**config.mk**
```make
export PLATFORM = sky130hd
export DESIGN_NAME = tmm_front
export DESIGN_NICKNAME = d
export VERILOG_FILES = /design/src/rtl/tmm_pkg.sv /design/src/rtl/tmm_front.sv
export SDC_FILE = /design/constraint.sdc
export NUM_CORES = 1
export LEC_CHECK = 0
export ABC_AREA = 1
export CORE_ASPECT_RATIO = 1.25
export CORE_UTILIZATION = 39
export CTS_BUF_LIST = sky130_fd_sc_hd__clkbuf_8 sky130_fd_sc_hd__clkbuf_16
export DETAILED_ROUTE_END_ITERATION = 16
export DONT_BUFFER_PORTS = 1
export PLACE_DENSITY_LB_ADDON = 0.05
export RECOVER_POWER = 100
export SYNTH_ARGS = -nofsm -noshare
export SYNTH_HDL_FRONTEND = slang
export SYNTH_SLANG_ARGS = --single-unit
```
**constraint.sdc**
```tcl
create_clock -name aclk -period 6.45 [get_ports aclk]
set_input_delay 0.3225 -clock aclk [delete_from_list [all_inputs] [get_ports aclk]]
set_output_delay 0.3225 -clock aclk [all_outputs]
set_load 0.05 [all_outputs]
```
**src/rtl/tmm_pkg.sv**
```systemverilog
// Shared types, constants and codes of the triangular matrix multiply engine.
package tmm_pkg;

    // Matrix geometry.
    localparam int MAX_DIM   = 16;
    localparam int IDX_W     = $clog2(MAX_DIM);
    localparam int DIM_W     = IDX_W + 1;
    localparam int ADDR_W    = 2 * IDX_W;
    localparam int MEM_DEPTH = MAX_DIM * MAX_DIM;

    // Item opcodes.
    localparam logic [1:0] OP_WRITE_A = 2'd0;
    localparam logic [1:0] OP_WRITE_B = 2'd1;
    localparam logic [1:0] OP_READ_C  = 2'd2;

    // Configuration register indexes.
    localparam int CFG_IDX_W = 3;
    localparam logic [CFG_IDX_W-1:0] CFG_SIDE_RIGHT     = 3'd0;
    localparam logic [CFG_IDX_W-1:0] CFG_UPPER_TRIANGLE = 3'd1;
    localparam logic [CFG_IDX_W-1:0] CFG_TRANSPOSE_A    = 3'd2;
    localparam logic [CFG_IDX_W-1:0] CFG_UNIT_DIAGONAL  = 3'd3;
    localparam logic [CFG_IDX_W-1:0] CFG_ALPHA_BITS     = 3'd4;
    localparam logic [CFG_IDX_W-1:0] CFG_ROWS_M         = 3'd5;
    localparam logic [CFG_IDX_W-1:0] CFG_COLS_N         = 3'd6;

    // Single-precision constants.
    localparam logic [31:0] FP_ONE    = 32'h3F80_0000;
    localparam logic [31:0] FP_ZERO   = 32'h0000_0000;
    localparam logic [31:0] FP_QNAN   = 32'hFFC0_0000;
    localparam logic [31:0] FP_QUIET  = 32'h0040_0000;
    localparam int          FP_MW     = 50;

    // Configuration register set.
    typedef struct packed {
        logic                 side_right;
        logic                 upper_triangle;
        logic                 transpose_a;
        logic                 unit_diagonal;
        logic [31:0]          alpha_bits;
        logic [DIM_W-1:0]     rows_m;
        logic [DIM_W-1:0]     cols_n;
    } cfg_t;

    // One queued item.
    typedef struct packed {
        logic [1:0]       opcode;
        logic [IDX_W-1:0] row;
        logic [IDX_W-1:0] col;
        logic [31:0]      value_bits;
    } item_t;

    // Request to and response from the floating-point unit.
    typedef struct packed {
        logic        start;
        logic        is_add;
        logic [31:0] op_a;
        logic [31:0] op_b;
    } fpu_req_t;

    typedef struct packed {
        logic        done;
        logic [31:0] result;
    } fpu_rsp_t;

    // Sequencer states of the back end.
    typedef enum logic [3:0] {
        B_IDLE,
        B_ISSUE,
        B_MUL,
        B_MWAIT,
        B_ADD,
        B_AWAIT,
        B_SCALE,
        B_SWAIT,
        B_OUT
    } back_state_t;

endpackage

```
**src/rtl/tmm_front.sv**
```systemverilog
// Front end: accepts input items, drops unused opcodes and queues the rest.
module tmm_front (
    input  logic                       aclk,
    input  logic                       aresetn,
    input  logic                       s_valid,
    output logic                       s_ready,
    input  logic [1:0]                 s_opcode,
    input  logic [tmm_pkg::IDX_W-1:0]  s_row,
    input  logic [tmm_pkg::IDX_W-1:0]  s_col,
    input  logic [31:0]                s_value_bits,
    output logic                       q_valid,
    output tmm_pkg::item_t             q_item,
    input  logic                       q_ready
);
    import tmm_pkg::*;

    item_t      slot_reg [2];
    logic       wr_ptr_reg;
    logic       rd_ptr_reg;
    logic [1:0] count_reg;
    logic       push;
    logic       pop;
    logic       useful;

    // Only writes and reads carry work; the unused opcode is taken and dropped.
    always_comb begin
        useful  = (s_opcode == OP_WRITE_A) || (s_opcode == OP_WRITE_B) ||
                  (s_opcode == OP_READ_C);
        s_ready = (count_reg != 2'd2);
        push    = s_valid && s_ready && useful;
        q_valid = (count_reg != 2'd0);
        q_item  = slot_reg[rd_ptr_reg];
        pop     = q_valid && q_ready;
    end

    // Queue payload.
    always_ff @(posedge aclk) begin
        if (push) begin
            slot_reg[wr_ptr_reg] <= '{opcode: s_opcode, row: s_row, col: s_col,
                                      value_bits: s_value_bits};
        end
    end

    // Queue pointers and fill count.
    always_ff @(posedge aclk) begin
        if (!aresetn) begin
            wr_ptr_reg <= 1'b0;
            rd_ptr_reg <= 1'b0;
            count_reg  <= 2'd0;
        end else begin
            if (push) wr_ptr_reg <= ~wr_ptr_reg;
            if (pop)  rd_ptr_reg <= ~rd_ptr_reg;
            count_reg <= count_reg + {1'b0, push} - {1'b0, pop};
        end
    end

endmodule

```
==> qor.yml, run 1 <==
crit-reg2reg-launch: "count_reg[0]"
start_util_pct: 40.24
clock_path_buffers: 2
grtUsageTotal_pct: 11.78
yosysTopAreaCell: "sky130_fd_sc_hd__edfxtp_1"
crit-reg2reg-capture: "slot_reg[0][9]"
dp.final_hpwl_um: 3533
internal_power_uw: 966.8
gp_routability_congestion: 0.6532
r2r_cells: 5
hold_start: "s_value_bits[4]"
crit_required_ns: 6.40
clkLatencyLatePin_ns: 0.34
ios: 90
yosysWarnings: 0
grt_setup_unrepaired: "false"
synth-adder-area-share_pct: 0.3574
final_layout_size_suffix_gt1_share_pct: 9.392
cts_htree_levels: 3
compound_gate_portion_of_the_synthesized_area_pct: 0.8220
grt_first_pass_wirelength_um: 7783
worst_hold_endpoint: "slot_reg[1][4]"
max_clock_freq_mhz: 251.9
post_cts_resized: 0
num-nets-final: 223
syn_area_per_cell_um2: 20.84
synth-xor-area-share_pct: 0.2502
synthMostInstantiatedCell: "sky130_fd_sc_hd__edfxtp_1"
yosys.cell_types.count: 18
tritoncts: "yes"
die_x_um: 86.74
combinationalPowerShare_pct: 29.9
grt.overflow.total: 0
worst-path-max-fanout: 22
cts_num_sinks: 89
async_flop_share_pct: 0
yosys.area_share.simple_pct: 2.395
drc: 0
post_synth_edffs: 84
post-cts-setup-buffer-count: 0
slack_of_the_worst_reg_to_reg_path_ns: 2.48
dominantRegCellSynth: "sky130_fd_sc_hd__edfxtp_1"
yosys_register_bits: 89
failed_checks: "max-capacitance violations, max-slew violations"
drt.antenna.violating_nets: 0
critical_path_arrival_ns: 3.92
postRouteWirelength_um: 5369
sequentialPowerShare_pct: 46.8
route.vias.total: 1407
synth.yosys.seq_area_share_pct: 74.91
power.leakage_uw: 0.001170
grt_pass1_vias: 1495
hold_viol: 0
cap_violations: 2
synth.cell_area_mm2: 0.003501
cts-hold-fix-buffers: 0
finalSetupViolations: 0
worst_slew_pin_tran_ns: 2.153
mappedNetlistNets: 215
post-route-period-util_pct: 61.55
period_minus_slack_ns: 3.970
total_power_uw: 1566
switchingPower_uw: 598.7
outcome: "complete, but fails checks"
final_routed_wire_length_divided_by_cell_count_um: 17.84
setup-tns-final_ns: 0
cts-root-buf: "sky130_fd_sc_hd__clkbuf_8"
worstSetupPathType: "reg -> reg"
fp.dieArea_mm2: 0.009362
power.share.switching_pct: 38.24
place.port_buffers: 0
tritoncts.num_buffers: 9
detailedRoute.firstPassIterationCount: 3
avgViaCountPerCell: 4.674
ys_top_cells_by_area: "sky130_fd_sc_hd__edfxtp_1 (72%), sky130_fd_sc_hd__mux2_4 (17%), sky130_fd_sc_hd__dfxtp_1 (2.9%)"
grt_max_degree: 44
antenna_cells_inserted: 0
power_density_over_cell_area_mw_per_mm2: 434.3
muxShareOfSynthArea_pct: 17.80
coreArea_mm2: 0.008701
detail_route.iter0.violations: 86
report.final.slew_viol_count: 60
worst_setup_path_end_kind: "flop"
max_slew_margin_pct: -43.53
synth_commonest_cells: "sky130_fd_sc_hd__edfxtp_1 (84), sky130_fd_sc_hd__mux2_4 (40), sky130_fd_sc_hd__inv_1 (8), sky130_fd_sc_hd__nand2_1 (8)"
hold-path-cell-count: 0
fin_worst_skew_ns: 0.009704
worst_hold_path_type: "in -> reg"
clk_pin_slew_worst_paths_ns: 0.09
portion_of_synthesized_cell_area_occupied_by_the_leading_cell_type_pct: 72.05
power_frac_clock_pct: 23.3
floorplan.rows: 38
synthesis.instances: 168
worst_setup_path_startpoint: "count_reg[0]"
largest_reg_flops: 84
syn2layout_area_growth_pct: 2.966
grt_antenna_before_repair: 0
main_combinational_cell_family_by_area_after_synthesis: "multiplexers"
dieHeight_um: 107.9
critPathLaunchType: "flop"
vdd_drop_max_uv: 222.1
## power by group through the flow
stage,combinational [uW],clock [uW],sequential (uW)
3_3_place_gp,546,0,746
2_1_floorplan,540,0,741
6_report,468,365,732
5_1_grt,490,402,740
4_1_cts,555,379,738
3_5_place_dp,554,0,751
## metrics by stage
step | hold WS [ns] | instance area (um2) | utilization, % | setup slack [ns] | cells
floorplan | 0.4160 | 3501 | - | 3.397 | 168
global placement | 0.4213 | 3588 | 41.24 | 4.231 | 285
detailed placement | 0.4215 | 3588 | 41.24 | 4.116 | 285
CTS | 0.04637 | 3782 | 43.47 | 4.106 | 301
global route | 0.03284 | 3605 | 41.43 | 2.081 | 301
finish | 0.06543 | 3605 | 41.43 | 2.480 | 301
## area by class of cell
type	count	area, um2
clock buffer	9	123.9
clock inverter	7	70.07
fill	790	5096
inverter	8	30.03
multi-input combinational	66	600.6
sequential	89	2623
tap	120	150.1
timing repair buffer	2	7.507
## kinds of logic (layout without fill, tap and decap cells)
kind of cell / after synthesis / after routing
DFF: 89 / 89
muxes: 42 / 42
and+or+nand+nor: 17 / 17
buffers and inverters: 13 / 26
AOI/OAI and AO/OA: 5 / 5
adders and majority gates: 1 / 1
xor gates and xnor gates: 1 / 1
## worst max path at each step
stage / end / slack (ns) / cells past startpoint
floorplan: slot_reg[0][0] / 3.40 / 4
global placement: slot_reg[1][23] / 4.23 / 4
detailed placement: slot_reg[1][29] / 4.12 / 4
CTS: slot_reg[1][10] / 4.11 / 4
global route: slot_reg[0][39] / 2.08 / 5
finish: slot_reg[0][9] / 2.48 / 5
## routing by layer
layer | GRT usage, % | vias up | share of wire, %
li1 | - | 648 | -
met1 | 11.04 | 699 | 37
met2 | 21.09 | 56 | 53
met3 | 6.031 | 4 | 8.7
met4 | 5.357 | 0 | 0.78
met5 | 0 | - | 0
## critical path, stage by stage (launching register included)
cell and delay (ns):
sky130_fd_sc_hd__dfxtp_1 0.38, sky130_fd_sc_hd__inv_1 0.05, sky130_fd_sc_hd__nand2_1 0.37, sky130_fd_sc_hd__nand3_1 0.37, sky130_fd_sc_hd__nor2_1 1.38, sky130_fd_sc_hd__clkbuf_1 1.02
## cells in the final DEF, fill, tap and decap left out, drive strengths merged
master / instances
nor2: 6
inv: 9
a21oi: 3
o21ai: 2
bufinv: 1
nand2: 9
edfxtp: 84
clkinv: 3
clkbuf: 11
dfxtp: 5
nand3: 2
ha: 1
xor2: 1
clkinvlp: 2
mux2: 42
Power figures use the tool's default switching activity.
==> inputs of run 2 (changes only) <==
--- a/config.mk
+++ b/config.mk
@@ -5,7 +5,7 @@
 export SDC_FILE = /design/constraint.sdc
 export NUM_CORES = 1
 export LEC_CHECK = 0
-export ABC_AREA = 1
+export ABC_AREA = 0
 export CORE_ASPECT_RATIO = 1.25
 export CORE_UTILIZATION = 39
 export CTS_BUF_LIST = sky130_fd_sc_hd__clkbuf_8 sky130_fd_sc_hd__clkbuf_16
==> constraint.sdc (replaced) <==
create_clock -name aclk -period 3.96 [get_ports aclk]
set_input_delay 0.198 -clock aclk [delete_from_list [all_inputs] [get_ports aclk]]
set_output_delay 0.198 -clock aclk [all_outputs]
set_load 0.05 [all_outputs]
==> run 2 against run 1 <==
Effect of this change: the flow finishes with violations (design-rule violations, max-capacitance violations, max-slew violations); sequential share of layout area down 7.5 points; routed wire length is 1.7% higher; power up 55%; sequential power up 64%; critical path type is now reg -> out; largest power group unchanged.
==> qor.yml, run 2 <==
route.vias.total: 1542  # was 1407
routing_usage_on_met3_pct: 5.371  # was 6.031%
dp.final_hpwl_um: 3287  # was 3533 um
place_area_mm2: 0.003406  # was 0.003588 mm2
crit_required_ns: 3.76  # was 6.40 ns
start_util_pct: 40.07  # was 40.24%
worst_hold_path_type: "in -> reg"  # unchanged
post-place-ws_ns: 1.537  # was 4.116 ns
cts_htree_levels: 3  # unchanged
critPathLaunchType: "flop"  # unchanged
finalSetupViolations: 0  # unchanged
synth.cell_area_mm2: 0.003302  # was 0.003501 mm2
finish.utilization_pct: 48.79  # was 41.43%
drt.antenna.violating_nets: 0  # unchanged
clock_path_buffers: 2  # unchanged
async_flop_share_pct: 0  # unchanged
ios: 90  # unchanged
path_depth: 1  # was 5
post_synth_edffs: 84  # unchanged
failed_checks: "design-rule violations, max-capacitance violations, max-slew violations"  # was max-capacitance violations, max-slew violations
dominantRegCellSynth: "sky130_fd_sc_hd__edfxtp_1"  # unchanged
hold_viol: 0  # unchanged
syn2layout_area_growth_pct: 21.75  # was 2.966%
vdd_drop_max_uv: 309.7  # was 222.1 uV
crit_path_max_incr_delay_ns: 1.63  # was 1.38 ns
post-route-period-util_pct: 71.66
drc: 5  # was 0
yosysWarnings: 0  # unchanged
yosys_register_bits: 89  # unchanged
worst_path_max_delay_cell: "sky130_fd_sc_hd__dfxtp_1"  # was sky130_fd_sc_hd__nor2_1
clkLatencyLatePin_ns: 0.35  # was 0.34 ns
max_clock_freq_mhz: 352.4
layout_common_cells: "sky130_fd_sc_hd__edfxtp_1 (84), sky130_fd_sc_hd__dlygate4sd3_1 (43), sky130_fd_sc_hd__mux2_1 (41)"  # was sky130_fd_sc_hd__edfxtp_1 (84), sky130_fd_sc_hd__mux2_1 (40), sky130_fd_sc_hd__nand2_1 (9), sky130_fd_sc_hd__clkbuf_8 (9), sky130_fd_sc_hd__inv_1 (8)
grt_first_pass_wirelength_um: 8418  # was 7783 um
grt.overflow.total: 0  # unchanged
setup-tns-final_ns: 0  # unchanged
final_layout_size_suffix_gt1_share_pct: 9.259  # was 9.392%
grt_antenna_before_repair: 0  # unchanged
sequentialPowerShare_pct: 49.7  # was 46.8%
coreArea_mm2: 0.008240  # was 0.008701 mm2
grtUsageTotal_pct: 13.12  # was 11.78%
critical_path.top_delay_family: "flip-flops"  # was simple AND/OR/NAND/NOR gates
mostFrequentLayoutCell: "sky130_fd_sc_hd__edfxtp_1"  # unchanged
internal_power_uw: 1558  # was 966.8 uW
antenna_cells_inserted: 0  # unchanged
final_routed_wire_length_divided_by_cell_count_um: 17.44  # was 17.84 um
report.final.slew_viol_count: 43  # was 60
die_x_um: 84.30  # was 86.74 um
postRouteWirelength_um: 5459  # was 5369 um
tritoncts: "yes"  # unchanged
place.port_buffers: 0  # unchanged
avgViaCountPerCell: 4.927  # was 4.674
fin_worst_skew_ns: 0.007858  # was 0.009704 ns
combinationalPowerShare_pct: 26.6  # was 29.9%
yosys.cell_types.count: 22  # was 18
grt_max_degree: 43  # was 44
synthesis.instances: 162  # was 168
switchingPower_uw: 863.1  # was 598.7 uW
globalRouteMet1Util_pct: 12.34  # was 11.04%
grt_pass1_vias: 1706  # was 1495
floorplan.rows: 37  # was 38
outcome: "complete, but fails checks"  # unchanged
cap_violations: 1  # was 2
synth.yosys.seq_area_share_pct: 79.42  # was 74.91%
gp_routability_congestion: 0.6939  # was 0.6532
hold-path-cell-count: 2  # was 0
period_minus_slack_ns: 2.838
synth_commonest_cells: "sky130_fd_sc_hd__edfxtp_1 (84), sky130_fd_sc_hd__mux2_2 (23), sky130_fd_sc_hd__mux2_1 (19)"  # was sky130_fd_sc_hd__edfxtp_1 (84), sky130_fd_sc_hd__mux2_4 (40), sky130_fd_sc_hd__inv_1 (8), sky130_fd_sc_hd__nand2_1 (8)
tritoncts.num_buffers: 9  # unchanged
gr-max-usage-layer: "met2"  # unchanged
critical_path_arrival_ns: 2.64  # was 3.92 ns
mappedNetlistNets: 209  # was 215
dieHeight_um: 104.9  # was 107.9 um
timing.critical_path.buf_inv: 0  # was 2
detail_route.iter0.violations: 63  # was 86
worst_slew_pin_tran_ns: 1.938  # was 2.153 ns
power.share.switching_pct: 35.65  # was 38.24%
max_slew_margin_pct: -29.39  # was -43.53%
worst-path-max-fanout: 42  # was 22
power.leakage_uw: 0.001327  # was 0.001170 uW
post-cts-setup-buffer-count: 0  # unchanged
detailedRoute.firstPassIterationCount: 12  # was 3
power_density_over_cell_area_mw_per_mm2: 602.2  # was 434.3 mW/mm2
fin_ws_ns: 1.122  # was 2.480 ns
ys_top_cells_by_area: "sky130_fd_sc_hd__edfxtp_1 (76%), sky130_fd_sc_hd__mux2_2 (7.8%), sky130_fd_sc_hd__mux2_1 (6.5%)"  # was sky130_fd_sc_hd__edfxtp_1 (72%), sky130_fd_sc_hd__mux2_4 (17%), sky130_fd_sc_hd__dfxtp_1 (2.9%)
syn_area_per_cell_um2: 20.38  # was 20.84 um2
power_frac_clock_pct: 23.7  # was 23.3%
final_cell_area_mm2: 0.004020  # was 0.003605 mm2
portion_of_synthesized_cell_area_occupied_by_the_leading_cell_type_pct: 76.39  # was 72.05%
grt_setup_unrepaired: "false"  # unchanged
num-nets-final: 259  # was 223
worstSetupPathType: "reg -> out"  # was reg -> reg
worst_setup_path_end_kind: "primary output"  # was flop
fillers: 691  # was 790
globalRouteMet2Util_pct: 23.77  # was 21.09%
yosysTopAreaCell: "sky130_fd_sc_hd__edfxtp_1"  # unchanged
cts_num_sinks: 89  # unchanged
fp.dieArea_mm2: 0.008841  # was 0.009362 mm2
clk_pin_slew_worst_paths_ns: 0.08  # was 0.09 ns
cp_cell_sequence: "mux2_1"  # was inv_1, nand2_1, nand3_1, nor2_1, clkbuf_1
synthMostInstantiatedCell: "sky130_fd_sc_hd__edfxtp_1"  # unchanged
largest_reg_flops: 84  # unchanged
cts-root-buf: "sky130_fd_sc_hd__clkbuf_8"  # unchanged
r2r_cells: 4  # was 5
==> run 2: cell types whose count changed after synthesis, moves of 2 or more <==
cell	previous run	this run
sky130_fd_sc_hd__mux2_2	2	23
sky130_fd_sc_hd__nand2b_1	0	2
sky130_fd_sc_hd__nor2_1	5	2
sky130_fd_sc_hd__buf_4	0	4
sky130_fd_sc_hd__nand2_1	8	4
sky130_fd_sc_hd__mux2_1	0	19
sky130_fd_sc_hd__and2_1	0	4
sky130_fd_sc_hd__inv_1	8	0
sky130_fd_sc_hd__xnor2_1	0	2
sky130_fd_sc_hd__buf_12	4	0
sky130_fd_sc_hd__mux2_4	40	0
==> run 2: final timing paths <==
kind	end	slack, ns	start
min reg2reg	flop	0.59	rd_ptr_reg
max	q_item[21]	1.12	flop
min	count_reg[1]	0.02	aresetn
max reg2reg	slot_reg[0][20]	1.55	count_reg[0]
==> run 2: metrics by stage <==
stage	hold WS, ns	total power, uW	instances
finish	0.02152	2421	313
global placement	0.2970	1840	255
global route	0.003388	2520	313
floorplan	0.2969	1797	162
CTS	0.001421	2468	313
detailed placement	0.2969	1850	255
==> run 2: routing by layer <==
metal	routed length, um	share of wire (%)
met2	2902	53
met1	2080	38
met4	72	1.3
met5	0	0
met3	404	7.4
==> run 2: timing repair <==
| action | in CTS | in global routing |
|---|---|---|
| hold buffers | 43 | 0 |
| endpoints found under the hold margin | 89 | 0 |
| gates resized for setup | 0 | 0 |
==> run 2: cell type report <==
type / instances / area, um2 / share of cell area, %
sequential: 89 / 2623 / 65.24
multi-input combinational: 68 / 653.1 / 16.25
timing repair buffer: 44 / 437.9 / 10.89
clock buffer: 9 / 123.9 / 3.081
tap: 97 / 121.4 / 3.019
clock inverter: 6 / 61.31 / 1.525
==> run 2: cell families after synthesis <==
family / count (synthesis) / share of synthesized area (%)
simple gates: 17 / 2.956
compound gates: 5 / 1.023
flops: 89 / 79.42
fa+ha+maj: 1 / 0.3789
xor+xnor: 2 / 0.5306
buf+inv: 5 / 1.061
mux: 43 / 14.63
==> run 2: power by group through the flow <==
stage                     logic (uW)  registers [uW]  clock network, uW
after floorplan                  622            1180                  0
after global placement           618            1220                  0
after detailed placement         622            1230                  0
after CTS                        665            1210                596
after global routing             666            1220                636
final                            643            1200                574
